**config.mk**
```make
export PLATFORM = sky130hd
export DESIGN_NAME = mrpt_modmul
export DESIGN_NICKNAME = d
export VERILOG_FILES = /design/src/mrpt_pkg.sv /design/src/mrpt_modmul.sv
export SDC_FILE = /design/constraint.sdc
export NUM_CORES = 1
export LEC_CHECK = 0
export BUFFER_PORTS_ARGS = -buffer_cell sky130_fd_sc_hd__buf_2
export CAP_MARGIN = 20
export CORE_ASPECT_RATIO = 1.5
export CORE_MARGIN = 2
export CORE_UTILIZATION = 45
export DETAILED_ROUTE_END_ITERATION = 10
export GPL_TIMING_DRIVEN = 0
export HOLD_SLACK_MARGIN = 0.06
export PLACE_DENSITY = 0.64
export RECOVER_POWER = 100
export SETUP_SLACK_MARGIN = 0.1
export SYNTH_ARGS = -nofsm -noshare
export SYNTH_HDL_FRONTEND = slang
export SYNTH_SLANG_ARGS = --single-unit
```
**constraint.sdc**
```tcl
create_clock -name clk -period 7 [get_ports clk]
set_clock_uncertainty 0.15 [all_clocks]
set_input_delay 0.7 -clock clk [delete_from_list [all_inputs] [get_ports clk]]
set_output_delay 0.7 -clock clk [all_outputs]
set_load 0.03 [all_outputs]
```
**src/mrpt_pkg.sv**
```systemverilog
`timescale 1ns / 1ps

package mrpt_pkg;

	localparam int NUMBER_BITS   = 32;
	localparam int NUM_WIDTH_DEF = 32;
	localparam int NUM_BASES     = 3;
	localparam int BASE_BITS     = 8;

	typedef logic [1:0] base_idx_t;

	localparam base_idx_t LAST_BASE = base_idx_t'(NUM_BASES - 1);

	typedef enum logic [3:0] {
		S_IDLE,
		S_CHECK,
		S_BASE,
		S_STRIP,
		S_RED,
		S_RED_W,
		S_EXP,
		S_MULA_W,
		S_SQR,
		S_SQR_W,
		S_TEST,
		S_TSQ_W,
		S_DONE
	} mr_state_t;

	function automatic logic [BASE_BITS-1:0] witness_base(input base_idx_t k);
		logic [BASE_BITS-1:0] b;
		case (k)
			2'd0: b = BASE_BITS'(2);
			2'd1: b = BASE_BITS'(3);
			default: b = BASE_BITS'(61);
		endcase
		return b;
	endfunction

endpackage

```
**src/mrpt_modmul.sv**
```systemverilog
`timescale 1ns / 1ps

// Interleaved modular multiplier: one bit of the multiplier per cycle, MSB first.
// The accumulator is doubled and the multiplicand added in one step, and the sum,
// which stays below three times the modulus, is reduced by a parallel compare
// against the modulus and twice the modulus.
module mrpt_modmul import mrpt_pkg::*; #(
	parameter int W = NUM_WIDTH_DEF
) (
	input  logic         clk,
	input  logic         arst_n,
	input  logic         start,
	input  logic [W-1:0] a,
	input  logic [W-1:0] b,
	input  logic [W-1:0] m,
	output logic         done,
	output logic [W-1:0] result
);

	localparam int CW = $clog2(W);

	logic          busy_q;
	logic          done_q;
	logic [CW-1:0] cnt_q;
	logic [W-1:0]  acc_q;
	logic [W-1:0]  a_q;
	logic [W-1:0]  b_q;
	logic [W-1:0]  m_q;

	logic [W:0]   sum;
	logic [W:0]   m1;
	logic [W:0]   m2;
	logic [W:0]   red;

	always_comb begin
		m1  = {1'b0, m_q};
		m2  = {m_q, 1'b0};
		sum = {acc_q, 1'b0} + (b_q[W-1] ? {1'b0, a_q} : '0);
		if (sum >= m2) begin
			red = sum - m2;
		end else if (sum >= m1) begin
			red = sum - m1;
		end else begin
			red = sum;
		end
	end

	always_ff @(posedge clk or negedge arst_n) begin
		if (!arst_n) begin
			busy_q <= 1'b0;
			done_q <= 1'b0;
			cnt_q  <= '0;
		end else begin
			done_q <= 1'b0;
			if (start) begin
				busy_q <= 1'b1;
				cnt_q  <= CW'(W - 1);
				acc_q  <= '0;
				a_q    <= a;
				b_q    <= b;
				m_q    <= m;
			end else if (busy_q) begin
				acc_q <= red[W-1:0];
				b_q   <= {b_q[W-2:0], 1'b0};
				if (cnt_q == '0) begin
					busy_q <= 1'b0;
					done_q <= 1'b1;
				end else begin
					cnt_q <= cnt_q - 1'b1;
				end
			end
		end
	end

	assign done   = done_q;
	assign result = acc_q;

endmodule

```
==> impl_metrics.tcl, run 1 <==
set metrics [dict create \
    outcome "finished with violations" \
    violations "capacitance limit, slew limit" \
    area.sequential_mm2 0.00402 \
    clock_latency_ns 0.44 \
    clockRootBuffer "clkbuf_16" \
    required_ns 6.99 \
    path_depth 23 \
    path_cells "clkbuf_2 > and2_0 > ha_1 > and4_1 > nand2_1 > o211ai_1 > a211oi_2 > o21ai_0 > a31o_2 > a21oi_1 > xnor2_1 > ha_1 > and3_1 > o21ai_0 > o211ai_1 > a41oi_2 > nand3_1 > a221o_1 > a21o_1 > buf_6 > mux2_1 > a211oi_1 > nor3_1" \
    first_pass_iters 5 \
    tightest_slew_ns 2.98 \
    synth_cell_type_count 74 \
    place_congestion 0.906 \
    grt_pass1_wl_um 48200 \
    nets 1437 \
    clkSinkCount 135 \
    layout_min_cycle_time_ns 6.69 \
    setup_viol 0 \
    cts_hold_buf 0 \
    syn_inst 1084 \
    synth-seq-cells 135 \
    netlist_area_mm2 0.0106 \
    clk_pin_slew_ns 0.07 \
    grt_pass1_vias 9072 \
    yosysWarnings 0 \
    synthArstFlopShare_pct 5.19 \
    drtIter0Drc 633 \
    grt_max_degree 65 \
    start_util_pct 45.8 \
    start_kind "flop" \
    critPathTopFamily "compound AO/OA/AOI/OAI gates" \
    post_drt_wl_per_cell_um 20.2 \
    min_period_over_period_pct 95.6 \
    cts_made_buffers 17 \
    die_height_um 192 \
    slew_viol_final 128 \
    synth_edf_count 128 \
    drive_above_1_share_pct 17.0 \
    synth.avg_cell_area_um2 9.74 \
    multi_input_area_mm2 0.00625 \
    critical_path_buf_inv_count 2 \
    synth_flop_cell "edfxtp_1" \
    hold_viol 0 \
    fin_cells 1567 \
    cap_violations 3 \
    rsz0062_at_grt "false" \
    max_stage_delay_ns 0.51 \
    dpl.hpwl_um 24000 \
    cp-end-kind "flop" \
    grt.total_usage_pct 25.9 \
    min_path_type "input pin to flop" \
    antenna_found_initial 0 \
    arrival_ns 6.69 \
    cts_tree "yes" \
    vias_per_cell 5.80 \
    relSlewSlack_pct -98.7 \
    cts-htree-levels 4 \
    min_path_cells 1 \
    r2r_setup_slack_ns 0.31 \
    drc 0 \
    clockBufferDepth 2 \
    num_vias 9094 \
    area_growth_pct 16.3 \
    io_pins 132 \
    rows 68 \
    fp.dieArea_mm2 0.0247 \
    final_area_mm2 0.0123 \
    drt_wl_total_um 31600 \
    r2r_cells 23 \
    grt-ovfl-total 0 \
    portBuffers 130 \
    synth_nets 1283 \
    critPathSlowestCell "edfxtp_1" \
    die_w_um 129 \
    criticalPathCategory "flop to flop" \
    place_area_mm2 0.0116 \
    place_inst 1530 \
    crit_fanout 10 \
    ant_nets 0 \
    seq_area_frac_synth_pct 38.1 \
    fill_cells 2168 \
    core_mm2 0.0231 \
    fmax_mhz 149 \
]
==> cell families (layout without fill, tap and decap cells) <==
logic type	Yosys count	in the layout	share of synthesized area [%]
AOI/OAI and AO/OA	343	343	21.2
xor gates and xnor gates	79	79	6.56
adders and majority gates	100	100	12.1
buffers and inverters	87	254	3.40
DFF	135	135	38.1
muxes	48	48	5.06
other	0	1	0
and+or+nand+nor	292	292	13.6
==> sequential cells by signal, indices dropped and copies added, names as in the netlist <==
register  cells
m_q          32
result       32
b_q          32
a_q          32
busy_q        1
done          1
cnt_q         5
==> final timing paths <==
kind,endpoint,from
min reg2reg,cnt_q[4]$_DFFE_PN0P_,cnt_q[4]$_DFFE_PN0P_
min in group asynchronous,cnt_q[1]$_DFFE_PN0P_,arst_n
min,a_q[22]$_DFFE_PP_,a[22]
max in group asynchronous,done$_DFF_PN0_,arst_n
max,result[6]$_SDFFCE_PP0P_,b_q[31]$_DFFE_PP_
max reg2reg,result[6]$_SDFFCE_PP0P_,b_q[31]$_DFFE_PP_
==> final cells by class <==
class / instances / area share (%)
Antenna cell: 1 / 0.0204
Buffer: 32 / 1.23
Clock buffer: 17 / 3.47
Clock inverter: 15 / 1.58
Inverter: 55 / 1.68
Multi-Input combinational cell: 862 / 50.9
Sequential cell: 135 / 32.7
Tap cell: 315 / 3.21
Timing Repair Buffer: 135 / 5.20
==> metal layers <==
metal | part of all wire [%] | global-route usage, % | vias up
met5 | 0 | 0 | -
met2 | 51 | 45.9 | 296
met4 | 5.2 | 15.2 | 0
li1 | - | - | 4387
met3 | 5.1 | 4.85 | 86
met1 | 39 | 28.6 | 4325
==> metrics by stage <==
stage / TNS (ns) / util, % / hold slack, ns / worst slack [ns]
finish: 0 / 53.2 / 0.278 / 0.306
global route: 0 / 53.2 / 0.264 / 0.0219
CTS: 0 / 53.2 / 0.264 / 0.143
detailed placement: -1.72 / 50.4 / 0.360 / -0.268
global placement: -2.52 / 50.3 / 0.345 / -0.321
floorplan: 0 / - / 0.254 / 1.71
==> repair_timing <==
item / in CTS / in global routing
pin swaps: 0 / 4
setup buffers: 0 / 3
setup endpoints to repair: 19 / 32
gates resized for setup: 4 / 17
==> synthesized netlist by cell type (12+ instances only) <==
cell type	count	area [um2]
mux2_2	38	428
and3_1	12	75.1
nand3_1	25	125
nand2_1	83	312
edfxtp_1	128	3840
a21oi_1	100	500
a21o_1	39	293
ha_1	97	1210
nor2_1	64	240
o211ai_1	13	97.6
o21ai_0	72	360
nand4_1	14	87.6
xor2_1	30	263
clkbuf_1	23	86.3
nor3_1	18	90.1
a211oi_1	23	173
and2_1	36	225
inv_1	54	203
xnor2_1	49	429
==> cells in the final DEF (no fill, tap or decap), types with 6 or more instances in the layout <==
cell,synthesis,final
clkbuf_16,0,17
a31oi_1,11,10
and3_1,12,12
a31o_2,7,7
nand2_1,83,83
nand4_1,14,14
dfrtp_1,7,7
inv_1,54,54
a32o_1,6,6
nand3_1,25,25
edfxtp_1,128,128
a21o_1,39,39
a21oi_1,100,98
nor3_1,18,18
mux2i_1,8,8
o21bai_1,8,8
clkbuf_2,1,7
nor2b_1,8,8
o211ai_1,13,13
nand2b_1,11,11
clkbuf_1,23,55
o21ai_0,72,72
a211oi_1,23,20
mux2_2,38,38
ha_1,97,97
o21a_1,8,8
xor2_1,30,30
and2_1,36,34
buf_2,4,99
nor2_1,64,63
xnor2_1,49,48
==> worst register-to-register path, stage by stage, from the launching register on <==
cell	delay, ns
edfxtp_1	0.51
clkbuf_2	0.27
and2_0	0.20
ha_1	0.41
and4_1	0.25
nand2_1	0.07
o211ai_1	0.43
a211oi_2	0.16
o21ai_0	0.35
a31o_2	0.23
a21oi_1	0.08
xnor2_1	0.35
ha_1	0.37
and3_1	0.20
o21ai_0	0.25
o211ai_1	0.18
a41oi_2	0.24
nand3_1	0.16
a221o_1	0.37
a21o_1	0.18
buf_6	0.15
mux2_1	0.32
a211oi_1	0.41
nor3_1	0.09
Power of run 1 is not shown: default switching activity piles up to over one toggle a cycle in this logic, so the estimate is an artifact.
==> run 2, diff against run 1 <==
- ABC_AREA: unset -> 1
==> run 2 against run 1 <==
Effect of this change:
- the run still ends with capacitance limit, slew limit left
- worst hold slack got worse by 0.014 ns
- synthesized cell count rose by 61%
- setup slack improved by 0.39 ns
- critical path depth did not move
- sequential share of layout area fell by 3.6 points
- fmax rose by 6.2%
- routed wire length rose by 31%
- non-clock buffer count fell by 4
- die area rose by 15%
- sequential cell count did not move
- via count rose by 31%
- core utilization fell by 1.4 points
- critical path type unchanged
- critical endpoint is now result[25]$_SDFFCE_PP0P_
==> impl_metrics.tcl, run 2 <==
set metrics [dict create \
    clock_latency_ns 0.46 \
    mostFrequentLayoutCells "nand2_1, inv_1, nor2_1" \
    core_mm2 0.0266 \
    cts_made_buffers 17 \
    final_common_cell "nand2_1" \
    start_util_pct 45.8 \
    cts-htree-levels 4 \
    clk_pin_slew_ns 0.06 \
    arrival_ns 6.36 \
    antenna_found_initial 0 \
    clockBufferDepth 2 \
    relSlewSlack_pct -71.1 \
    crit_start "b_q[31]$_DFFE_PP_" \
    cts_repair_resize_count 0 \
    crit_fanout 10 \
    min_path_cells 1 \
    violations "capacitance limit, slew limit" \
    hold_viol 0 \
    outcome "finished with violations" \
    drtIter0Drc 833 \
    drive_above_1_share_pct 8.87 \
    cap_violations 3 \
    synth_top_area_cell "edfxtp_1" \
    cts_tree "yes" \
    clockRootBuffer "clkbuf_16" \
    die_w_um 138 \
    first_pass_iters 8 \
    ant_nets 0 \
    post_cts_buffers 0 \
    rr_endpoint "result[25]$_SDFFCE_PP0P_" \
    min_path_type "input pin to flop" \
    portBuffers 130 \
    required_ns 7.05 \
    yosys.area.top_type_share_pct 31.6 \
    r2r_cells 23 \
    yosysWarnings 0 \
    synth-seq-cells 135 \
    synth_cell_type_count 44 \
    grt.total_usage_pct 29.4 \
    grt_pass1_vias 11608 \
    num_vias 11934 \
    syn_inst 1744 \
    post_drt_wl_per_cell_um 18.5 \
    fmax_mhz 159 \
    vias_per_cell 5.32 \
    start_kind "flop" \
    rsz0062_at_grt "false" \
    layout_min_cycle_time_ns 6.30 \
    io_pins 132 \
    setup_viol 0 \
    synth_nets 1943 \
    rr_startpoint "b_q[31]$_DFFE_PP_" \
    cts_hold_buf 0 \
    min_period_over_period_pct 90.1 \
    die_height_um 205 \
    place_congestion 1.03 \
    r2r_setup_slack_ns 0.70 \
    synth.avg_cell_area_um2 6.98 \
    ys_top_cells_by_count "nand2_1, inv_1, nor2_1, a21oi_1, edfxtp_1" \
    synth.most_common_cell "nand2_1" \
    synthArstFlopShare_pct 5.19 \
    drt_wl_total_um 41500 \
    area_growth_pct 13.2 \
    cp-end-kind "flop" \
    seq_area_frac_synth_pct 33.0 \
    fill_cells 2807 \
    tightest_slew_ns 2.56 \
    rows 73 \
    nets 2093 \
    clkSinkCount 135 \
    diodes 0 \
    synth_flop_cell "edfxtp_1" \
    drc 0 \
    slew_viol_final 108 \
    grt_pass1_wl_um 63100 \
    min_to "a_q[21]$_DFFE_PP_" \
    netlist_area_mm2 0.0122 \
    min_from "a[21]" \
    fp.dieArea_mm2 0.0284 \
    synth_area_leaders "edfxtp_1, nand2_1, ha_1" \
    grt-ovfl-total 0 \
    dpl.hpwl_um 34900 \
    criticalPathCategory "flop to flop" \
    grt_max_degree 42 \
    synth_edf_count 128 \
    setup_tns_ns 0 \
]
## run 2: worst max path at each step
stage / end / slack (ns) / cells after the start
final: result[25]$_SDFFCE_PP0P_ / 0.70 / 23
after CTS: result[28]$_SDFFCE_PP0P_ / 1.08 / 26
after global placement: result[25]$_SDFFCE_PP0P_ / 1.09 / 23
after floorplan: result[18]$_SDFFCE_PP0P_ / 2.88 / 22
after detailed placement: result[28]$_SDFFCE_PP0P_ / 1.11 / 26
after global routing: result[25]$_SDFFCE_PP0P_ / 0.32 / 23
## run 2: layout make-up
type | instances | area, um2 | area share, %
well taps | 337 | 422 | 3.06
flip-flops and latches | 135 | 4020 | 29.2
clock inverters | 13 | 168 | 1.22
inverters | 271 | 1020 | 7.38
clock buffers | 18 | 429 | 3.11
multi-input cells | 1306 | 6960 | 50.5
plain buffers | 32 | 160 | 1.16
repair buffers | 131 | 612 | 4.44
## run 2: per-stage QoR
step,worst slack [ns],util [%],instances,area [um2],hold WS [ns]
3_3_place_gp,1.09,49.9,2211,13300,0.343
4_1_cts,1.08,52.2,2243,13900,0.240
2_1_floorplan,2.88,-,1744,12200,0.254
3_5_place_dp,1.11,50.0,2212,13300,0.351
5_1_grt,0.322,51.9,2243,13800,0.248
6_report,0.695,51.9,2243,13800,0.264
## run 2: routing by layer
metal / routed length [um] / GRT usage (%) / vias up
met3: 2070 / 4.68 / 100
met5: 0 / 0 / -
met1: 15900 / 31.9 / 5460
met2: 21100 / 53.6 / 375
met4: 2460 / 18.3 / 0
li1: - / - / 5999
## run 2: logic make-up (layout without fill, tap and decap cells)
kind of cell,count (synthesis),after routing,synth area share [%]
xor+xnor,61,61,4.39
fa+ha+maj,100,100,10.5
flops,135,135,33.0
buf+inv,303,465,9.75
simple gates,867,867,29.7
compound gates,278,278,12.8
## run 2: critical path, stage by stage, from the launching register on
cell	delay [ns]
edfxtp_1	0.63
clkbuf_1	0.46
nand2_1	0.09
inv_1	0.09
ha_1	0.27
nand2_1	0.18
inv_1	0.09
a21oi_1	0.22
nor2_1	0.06
o21ai_0	0.17
nand3_1	0.24
xor2_1	0.47
inv_1	0.13
ha_1	0.42
nand2_1	0.13
nor2_1	0.20
inv_1	0.11
nor3_1	0.40
a21oi_1	0.21
nand3_4	0.20
clkbuf_1	0.52
nand3_1	0.35
nand3_1	0.16
a21oi_1	0.07
Power of run 2 is left out for the same reason.
==> run 3, diff against run 2 <==
- clock period: 7 -> 7.7 ns (I/O delays scaled with it)
==> run 3 against run 2 <==
Effect of this change:
- the flow still finishes with violations (capacitance limit, slew limit)
- final cell count did not move
- via count rose by 0.21%
- die area did not move
- clock-buffer cell count did not move
- register-to-register slack improved by 0.44 ns
- final area fell by 0.23%
- fmax fell by 3.9%
- critical endpoint is now result[6]$_SDFFCE_PP0P_
- highest routed layer unchanged
==> impl_metrics.tcl, run 3 (synthesized netlist as in run 2, its figures left out) <==
set metrics [dict create \
    crit_fanout 10 \
    grtUsageMet3_pct 4.68 \
    min_path_cells 1 \
    relSlewSlack_pct -69.3 \
    layout_min_cycle_time_ns 6.56 \
    required_ns 7.86 \
    clockBufferDepth 2 \
    start_kind "flop" \
    rsz0062_at_grt "false" \
    setup_viol 0 \
    antenna_found_initial 0 \
    place_congestion 1.03 \
    dpl.hpwl_um 34900 \
    rows 73 \
    grt-ovfl-total 0 \
    cts-htree-levels 4 \
    met2_usage_pct 53.6 \
    portBuffers 130 \
    rr_endpoint "result[6]$_SDFFCE_PP0P_" \
    clockRootBuffer "clkbuf_16" \
    rr_startpoint "b_q[31]$_DFFE_PP_" \
    drive_above_1_share_pct 8.55 \
    place_inst 2212 \
    cts_repair_resize_count 0 \
    post_drt_wl_per_cell_um 18.5 \
    grt_use_met1_pct 31.9 \
    core_mm2 0.0266 \
    mostFrequentLayoutCells "nand2_1, inv_1, a21oi_1, nor2_1, edfxtp_1" \
    cts_tree "yes" \
    fmax_mhz 152 \
    min_to "a_q[21]$_DFFE_PP_" \
    num_vias 11959 \
    min_from "a[21]" \
    clock_latency_ns 0.45 \
    ant_nets 0 \
    drtIter0Drc 830 \
    busiest_layer "met2" \
    die_w_um 138 \
    cap_violations 3 \
    fin_cells 2243 \
    grt.total_usage_pct 29.4 \
    die_height_um 205 \
    nets 2093 \
    diodes 0 \
    tightest_slew_ns 2.53 \
    r2r_cells 23 \
    post_cts_buffers 0 \
    min_path_type "input pin to flop" \
    fill_cells 2814 \
    critPathSlowestCell "edfxtp_1" \
    vias_per_cell 5.33 \
    grt_pass1_wl_um 63100 \
    drt_wl_total_um 41400 \
    drc 0 \
    clk_pin_slew_ns 0.07 \
    setup_tns_ns 0 \
    outcome "finished with violations" \
    first_pass_iters 6 \
    slew_viol_final 108 \
    grt_max_degree 42 \
    grt_pass1_vias 11608 \
    start_util_pct 45.8 \
    area_growth_pct 12.9 \
    violations "capacitance limit, slew limit" \
    path_cells "clkbuf_1 > nand2_1 > inv_1 > ha_1 > a21oi_1 > o21bai_1 > a21oi_1 > inv_1 > nand2_1 > nand2_1 > xnor2_1 > inv_1 > ha_1 > nand2_1 > nor2_1 > nand2_1 > nor3_1 > nand3_1 > nand3_1 > clkbuf_1 > clkbuf_1 > a21oi_1 > a21oi_1" \
    cp-end-kind "flop" \
    io_pins 132 \
    r2r_setup_slack_ns 1.14 \
    clkSinkCount 135 \
    min_period_over_period_pct 85.2 \
    cts_hold_buf 0 \
    max_stage_delay_ns 0.63 \
    fp.dieArea_mm2 0.0284 \
    arrival_ns 6.72 \
    cts_made_buffers 17 \
    criticalPathCategory "flop to flop" \
    fin_hold_ws_ns 0.336 \
    hold_viol 0 \
    final_common_cell "nand2_1" \
    crit_top_cell "nand2_1" \
]
run 3: final cells by class:
cell class              instances  area, um2  area share [%]
plain buffers                  32        145            1.06
clock inverters                13        168            1.22
multi-input cells            1306       6940            50.5
clock buffers                  18        429            3.12
flip-flops and latches        135       4020            29.2
inverters                     271       1020            7.40
well taps                     337        422            3.07
repair buffers                131        612            4.45
run 3: worst max-delay path, delay by kind of cell, from the launching register on:
family | cells | cell delay, ns
XOR/XNOR | 1 | 0.40
adder cells (fa/ha/maj) | 2 | 0.69
AO/OA/AOI/OAI | 5 | 1.04
AND/OR/NAND/NOR | 9 | 1.80
flip-flops | 1 | 0.63
buffers and inverters | 6 | 1.69
run 3: routing by layer:
metal  vias to the layer above  wire [um]
met3                       106       2140
met1                      5470      15700
met4                         0       2490
met2                       386      21100
met5                         -          0
li1                       5997          -
run 3: per-stage QoR:
step                      util (%)  instance area [um2]  setup slack, ns
after floorplan                  -                12200             3.58
after global placement        49.9                13300             1.79
after detailed placement      50.0                13300             1.81
after CTS                     52.2                13900             1.78
after global routing          51.7                13800            0.654
final                         51.7                13800             1.14
run 3: worst max-delay path by stage:
stage	start	end	slack (ns)	cells past startpoint
after floorplan	result[0]$_SDFFCE_PP0P_	result[18]$_SDFFCE_PP0P_	3.58	22
after global placement	b_q[31]$_DFFE_PP_	result[25]$_SDFFCE_PP0P_	1.79	23
after detailed placement	b_q[31]$_DFFE_PP_	result[28]$_SDFFCE_PP0P_	1.81	26
after CTS	b_q[31]$_DFFE_PP_	result[28]$_SDFFCE_PP0P_	1.78	26
after global routing	b_q[31]$_DFFE_PP_	result[6]$_SDFFCE_PP0P_	0.65	23
final	b_q[31]$_DFFE_PP_	result[6]$_SDFFCE_PP0P_	1.14	23
Power of run 3 is left out for the same reason.
